$ cat config.mk
export PLATFORM = sky130hd
export DESIGN_NAME = toy_spn_cipher_9bit
export DESIGN_NICKNAME = d
export VERILOG_FILES = /design/src/rtl/tspn_pkg.sv /design/src/rtl/tspn_enc.sv /design/src/rtl/tspn_dec.sv /design/src/rtl/toy_spn_cipher_9bit.sv
export VERILOG_INCLUDE_DIRS = /design/src /design/src/rtl
export SDC_FILE = /design/constraint.sdc
export NUM_CORES = 1
export LEC_CHECK = 0
export ABC_AREA = 1
export BUFFER_PORTS_ARGS = -buffer_cell sky130_fd_sc_hd__buf_2
export CORE_ASPECT_RATIO = 1.75
export CORE_MARGIN = 4
export CORE_UTILIZATION = 52
export CTS_CLUSTER_DIAMETER = 200
export DETAILED_ROUTE_END_ITERATION = 10
export GPL_TIMING_DRIVEN = 0
export PLACE_DENSITY = 0.81
export SLEW_MARGIN = 20
export SYNTH_ARGS = -nofsm -noshare
export SYNTH_HDL_FRONTEND = slang
export SYNTH_SLANG_ARGS = --single-unit
export TNS_END_PERCENT = 100
$ cat constraint.sdc
create_clock -name clk -period 1.6 [get_ports clk]
set_input_delay 0.24 -clock clk [delete_from_list [all_inputs] [get_ports clk]]
set_output_delay 0.24 -clock clk [all_outputs]
set_load 0.02 [all_outputs]
$ cat src/rtl/toy_spn_cipher_9bit_assert.svh
// Assertion macros for the toy SPN cipher block.
`ifndef TOY_SPN_CIPHER_9BIT_ASSERT_SVH
`define TOY_SPN_CIPHER_9BIT_ASSERT_SVH
`ifndef NO_ASSERTIONS
`define TSPN_ASSERT(label, prop) \
  label: assert property (@(posedge clk) disable iff (!rst_n) prop) \
    else $error("tspn assertion failed");
`define TSPN_ASSERT_ALWAYS(label, prop) \
  label: assert property (@(posedge clk) prop) \
    else $error("tspn assertion failed during reset");
`else
`define TSPN_ASSERT(label, prop)
`define TSPN_ASSERT_ALWAYS(label, prop)
`endif
`endif

$ cat src/rtl/tspn_pkg.sv
// Shared constants and helper functions for the toy SPN cipher.
`default_nettype none
package tspn_pkg;

  localparam int unsigned WordW   = 9;
  localparam int unsigned GroupW  = 3;
  localparam int unsigned NumGrp  = WordW / GroupW;

  localparam bit KindEncrypt = 1'b0;
  localparam bit KindDecrypt = 1'b1;

  typedef logic [WordW-1:0]  word_t;
  typedef logic [GroupW-1:0] group_t;

  localparam group_t SBOX_FWD [8] = '{3'd5, 3'd0, 3'd1, 3'd4, 3'd7, 3'd2, 3'd6, 3'd3};
  localparam group_t SBOX_INV [8] = '{3'd1, 3'd2, 3'd5, 3'd7, 3'd3, 3'd0, 3'd6, 3'd4};
  localparam int unsigned BIT_PERM [WordW] = '{0, 3, 6, 1, 4, 7, 2, 5, 8};

  function automatic word_t sbox_fwd_word(input word_t w);
    word_t r;
    r = '0;
    for (int g = 0; g < NumGrp; g++) begin
      r[g*GroupW +: GroupW] = SBOX_FWD[w[g*GroupW +: GroupW]];
    end
    return r;
  endfunction

  function automatic word_t sbox_inv_word(input word_t w);
    word_t r;
    r = '0;
    for (int g = 0; g < NumGrp; g++) begin
      r[g*GroupW +: GroupW] = SBOX_INV[w[g*GroupW +: GroupW]];
    end
    return r;
  endfunction

  // Bit 3b+j moves to bit 3j+b; the wiring is its own inverse.
  function automatic word_t transpose_word(input word_t w);
    word_t r;
    r = '0;
    for (int i = 0; i < WordW; i++) begin
      r[BIT_PERM[i]] = w[i];
    end
    return r;
  endfunction

endpackage
`default_nettype wire

$ cat src/rtl/tspn_enc.sv
// Three-round encryption datapath of the toy SPN cipher.
`default_nettype none
module tspn_enc (
  input  wire tspn_pkg::word_t key,
  input  wire tspn_pkg::word_t data_in,
  output tspn_pkg::word_t      data_out
);

  tspn_pkg::word_t r1;
  tspn_pkg::word_t r2;
  tspn_pkg::word_t r3;

  assign r1 = tspn_pkg::transpose_word(tspn_pkg::sbox_fwd_word(data_in ^ key));
  assign r2 = tspn_pkg::transpose_word(tspn_pkg::sbox_fwd_word(r1 ^ key));
  assign r3 = tspn_pkg::sbox_fwd_word(r2 ^ key);
  assign data_out = r3 ^ key;

endmodule
`default_nettype wire

$ cat src/rtl/tspn_dec.sv
// Three-round decryption datapath of the toy SPN cipher.
`default_nettype none
module tspn_dec (
  input  wire tspn_pkg::word_t key,
  input  wire tspn_pkg::word_t data_in,
  output tspn_pkg::word_t      data_out
);

  tspn_pkg::word_t r1;
  tspn_pkg::word_t r2;
  tspn_pkg::word_t r3;

  assign r1 = tspn_pkg::sbox_inv_word(data_in ^ key) ^ key;
  assign r2 = tspn_pkg::sbox_inv_word(tspn_pkg::transpose_word(r1)) ^ key;
  assign r3 = tspn_pkg::sbox_inv_word(tspn_pkg::transpose_word(r2)) ^ key;
  assign data_out = r3;

endmodule
`default_nettype wire

$ cat src/rtl/toy_spn_cipher_9bit.sv
// Top level of the toy 9-bit SPN cipher: input, key and result registers.
`default_nettype none
`include "toy_spn_cipher_9bit_assert.svh"
// The block takes one word per clock cycle and never raises busy. A word
// whose transfer happens at one edge is captured in the input register,
// passes the three cipher rounds combinationally, and its result is
// registered in the result register and appears on out_result_word with
// out_valid high for one cycle. The receiver cannot stall, so results must
// be taken when shown. The user must write the key through cfg_wr_en and
// cfg_wr_data while the block is idle; the block itself does not enforce it.
module toy_spn_cipher_9bit (
  input  wire logic            clk,
  input  wire logic            rst_n,
  input  wire logic            start,
  output logic                 busy,
  input  wire logic            in_kind,
  input  wire tspn_pkg::word_t in_data_word,
  output logic                 out_valid,
  output tspn_pkg::word_t      out_result_word,
  input  wire logic            cfg_wr_en,
  input  wire tspn_pkg::word_t cfg_wr_data
);

  logic            in_valid_r;
  logic            in_kind_r;
  tspn_pkg::word_t in_data_r;
  tspn_pkg::word_t key_r;
  logic            out_valid_r;
  tspn_pkg::word_t result_r;
  tspn_pkg::word_t enc_word;
  tspn_pkg::word_t dec_word;
  tspn_pkg::word_t result_nxt;
  logic            accept;

  assign busy   = 1'b0;
  assign accept = start && !busy;

  always_ff @(posedge clk) begin
    if (!rst_n) begin
      in_valid_r  <= 1'b0;
      out_valid_r <= 1'b0;
      key_r       <= '0;
    end else begin
      in_valid_r  <= accept;
      out_valid_r <= in_valid_r;
      if (cfg_wr_en) begin
        key_r <= cfg_wr_data;
      end
    end
  end

  always_ff @(posedge clk) begin
    if (accept) begin
      in_kind_r <= in_kind;
      in_data_r <= in_data_word;
    end
    result_r <= result_nxt;
  end

  tspn_enc u_enc (
    .key      (key_r),
    .data_in  (in_data_r),
    .data_out (enc_word)
  );

  tspn_dec u_dec (
    .key      (key_r),
    .data_in  (in_data_r),
    .data_out (dec_word)
  );

  assign result_nxt      = (in_kind_r == tspn_pkg::KindDecrypt) ? dec_word : enc_word;
  assign out_valid       = out_valid_r;
  assign out_result_word = result_r;

  `TSPN_ASSERT(a_result_follows, in_valid_r |=> out_valid)
  `TSPN_ASSERT(a_no_spurious, !in_valid_r |=> !out_valid)
  `TSPN_ASSERT_ALWAYS(a_reset_clears, !rst_n |=> !out_valid && !in_valid_r)

endmodule
`default_nettype wire
==> results.cfg <==
[setup_path]
crit_fanout = 3
crit_family = simple AND/OR/NAND/NOR gates
arrival_ns = 2.15
startpoint_type = flip-flop
crit_path_end = out_result_word[0]
path_depth = 11
crit_chain = inv_2 -> nand2_2 -> nand2_4 -> xor2_2 -> nand2_1 -> o21ai_2 -> xor2_1 -> nand3b_1 -> nand3_1 -> nand3_1 -> nand2_1
slowest_stage = edfxtp_1
reg2reg_depth = 11
r2r_slack_ns = -0.36
cp_data_required_time_ns = 1.78
r2r-end = out_result_word[0]
r2r_start = in_data_r[1]
cp-end-kind = flip-flop
worstSetupPathType = reg -> reg
crit_start = in_data_r[1]
cpPeakStageDelay_ns = 0.43
crit_buf_inv = 1

[floorplan]
die_h_um = 99.5
core_mm2 = 0.00467
die_area_mm2 = 0.00600
rows = 33
chipWidth_um = 60.3
top_level_ports = 34
start_util_pct = 53.3

[clocking]
clockBufferDepth = 2
h-tree-depth = 2
clkSinkCount = 30
root_buffer = clkbuf_8
cts_hold_buf = 0
cts_tree = built
cts_buffers = 5
clkLatencyLatePin_ns = 0.29
clkTransAtPathRegs_ns = 0.08

[sta]
fin_skew_ns = 0.00763
fin_tns_setup_ns = -2.85
finalCritPeriodShare_pct = 123
finalSetupViolCount = 9
max-slew-margin-rel_pct = 65.4
drv_slew = 0
finalCriticalPeriod_ns = 1.96
finalHoldViolCount = 0
rsz0062_at_grt = true
worstMarginPinSlew_ns = 0.519
fin_ws_ns = -0.362
fmax_mhz = 510

[detailed_routing]
drtIter0Drc = 124
routed_via_density = 5.50
avgRoutedWirePerCell_um = 14.5
vias = 2680
ant_nets = 0
dr.pass1.iters = 4
routed_wirelength_um = 7050
drc = 0

[power]
p_leak_nw = 1.70
pwr_density_cell_mw_per_mm2 = 1090
power_mw = 3.67
peakVddDrop_mv = 0.751

[synth]
yosys_warnings = 0
synth.cell_area_mm2 = 0.00249
synthCells = 379
syn_area_per_cell_um2 = 6.56
syn_nets = 402
ys_seq_area_share_pct = 28.2
ys_seq_elements = 30
post_synth_num_cell_types = 29

[cells_and_area]
nNetsFinal = 457
antenna_cells = 0
drive_gt1_share_pct = 45.5
stdcell_count = 487
n_fill_cell = 369
fin_area_mm2 = 0.00336
utilization_pct = 72.1
syn2layout_area_growth_pct = 35.2

[global_route]
antenna_found_initial = 0
grt.overflow.total = 0
grt_pass1_wl_um = 11000
track_usage_pct = 24.2
grt_max_degree = 12
grt_pass1_vias = 2558

[run_status]
outcome = complete, but fails checks
violations = setup timing

[hold_path]
hp-class = in -> reg

[run]
cap_violations = 0

[placed_design]
dpl.cell_count = 463
gp_congestion = 0.914
port-buffer-count = 32
dpl.hpwl_um = 5100
placed_area_mm2 = 0.00275
-- stage by stage --
| step | setup WS (ns) | hold WS, ns |
|---|---|---|
| after floorplan | -0.0688 | 0.338 |
| after global placement | -0.329 | 0.398 |
| after detailed placement | -0.374 | 0.398 |
| after CTS | -0.291 | 0.116 |
| after global routing | -0.471 | 0.114 |
| final | -0.362 | 0.121 |
-- metal layers --
metal / wire length, um / global-route usage (%) / vias to the layer above
met5: 0 / 0 / -
met4: 333 / 12.5 / 0
met3: 325 / 3.90 / 33
met2: 3930 / 44.6 / 94
met1: 2460 / 24.8 / 1236
li1: - / - / 1317
-- what timing repair did --
action                     in CTS  in global routing
buffers inserted               12                  5
pin swaps                      26                 21
setup endpoints to repair       9                  9
hold endpoints to repair        0                  0
resized for setup              49                 52
-- worst reg2reg max path: stages, from the launching register on --
cell and delay, ns:
edfxtp_1 0.43, inv_2 0.11, nand2_2 0.07, nand2_4 0.09
xor2_2 0.23, nand2_1 0.12, o21ai_2 0.09, xor2_1 0.30
nand3b_1 0.15, nand3_1 0.11, nand3_1 0.11, nand2_1 0.05
-- state kept, by name, summed over array words and instances, names as in the netlist --
| register | flops |
|---|---|
| in_kind_r | 1 |
| out_result_word | 9 |
| in_data_r | 9 |
| out_valid | 1 |
| key_r | 9 |
| in_valid_r | 1 |
-- synthesized netlist by cell type, drive strengths merged --
cell | number | share of area [%]
dfxtp | 20 | 16
a21oi | 10 | 2.0
or2 | 3 | 0.75
edfxtp | 10 | 12
o211ai | 2 | 0.60
nand3 | 70 | 15
xnor2 | 4 | 2.2
clkbuf | 2 | 0.30
nand3b | 1 | 0.30
nand2 | 171 | 28
o21ai | 18 | 4.4
xor2 | 20 | 8.0
a31oi | 1 | 0.25
buf | 9 | 3.4
conb | 1 | 0.15
inv | 37 | 6.6
-- layout make-up --
type | instances | area, um^2 | share of cell area (%)
Buffer | 11 | 92.6 | 2.75
Clock buffer | 5 | 68.8 | 2.05
Clock inverter | 3 | 21.3 | 0.633
Inverter | 37 | 184 | 5.47
Multi-Input combinational cell | 301 | 1910 | 56.9
Sequential cell | 30 | 712 | 21.2
Tap cell | 52 | 65.1 | 1.94
Timing Repair Buffer | 48 | 305 | 9.08
-- worst min-delay path by stage --
stage | start | endpoint | cells after the start
after global routing | in_data_word[8] | in_data_r[8] | 1
after global placement | in_valid_r | out_valid | 2
final | in_data_word[8] | in_data_r[8] | 1
after detailed placement | in_valid_r | out_valid | 2
after CTS | in_data_word[5] | in_data_r[5] | 1
after floorplan | start | in_valid_r | 2
-- cell usage in the layout, fill, tap and decap left out, drive strengths merged, types with 3 or more instances in the layout --
master / Yosys / routed
o21ai: 18 / 18
dfxtp: 20 / 20
inv: 37 / 37
clkbuf: 2 / 7
buf: 9 / 57
edfxtp: 10 / 10
xnor2: 4 / 4
a21oi: 10 / 10
or2: 3 / 3
nand3: 70 / 70
nand2: 171 / 171
xor2: 20 / 20
-- cells by family (layout without fill, tap and decap cells) --
logic type                Yosys count  count (layout)  synth area share, %
DFF                                30              30                 28.2
other                               1               1                0.151
buffers and inverters              48             104                 10.3
and+or+nand+nor                   245             245                 44.0
AOI/OAI and AO/OA                  31              31                 7.25
xor gates and xnor gates           24              24                 10.1
-- report_power, final --
group          switching [mW]  leakage, nW  internal [mW]
Combinational            1.28         1.38          0.782
Clock                   0.327       0.0441          0.305
Sequential             0.0537        0.267          0.922
Total                    1.66         1.70           2.01
(Power assumes the default switching activity.)
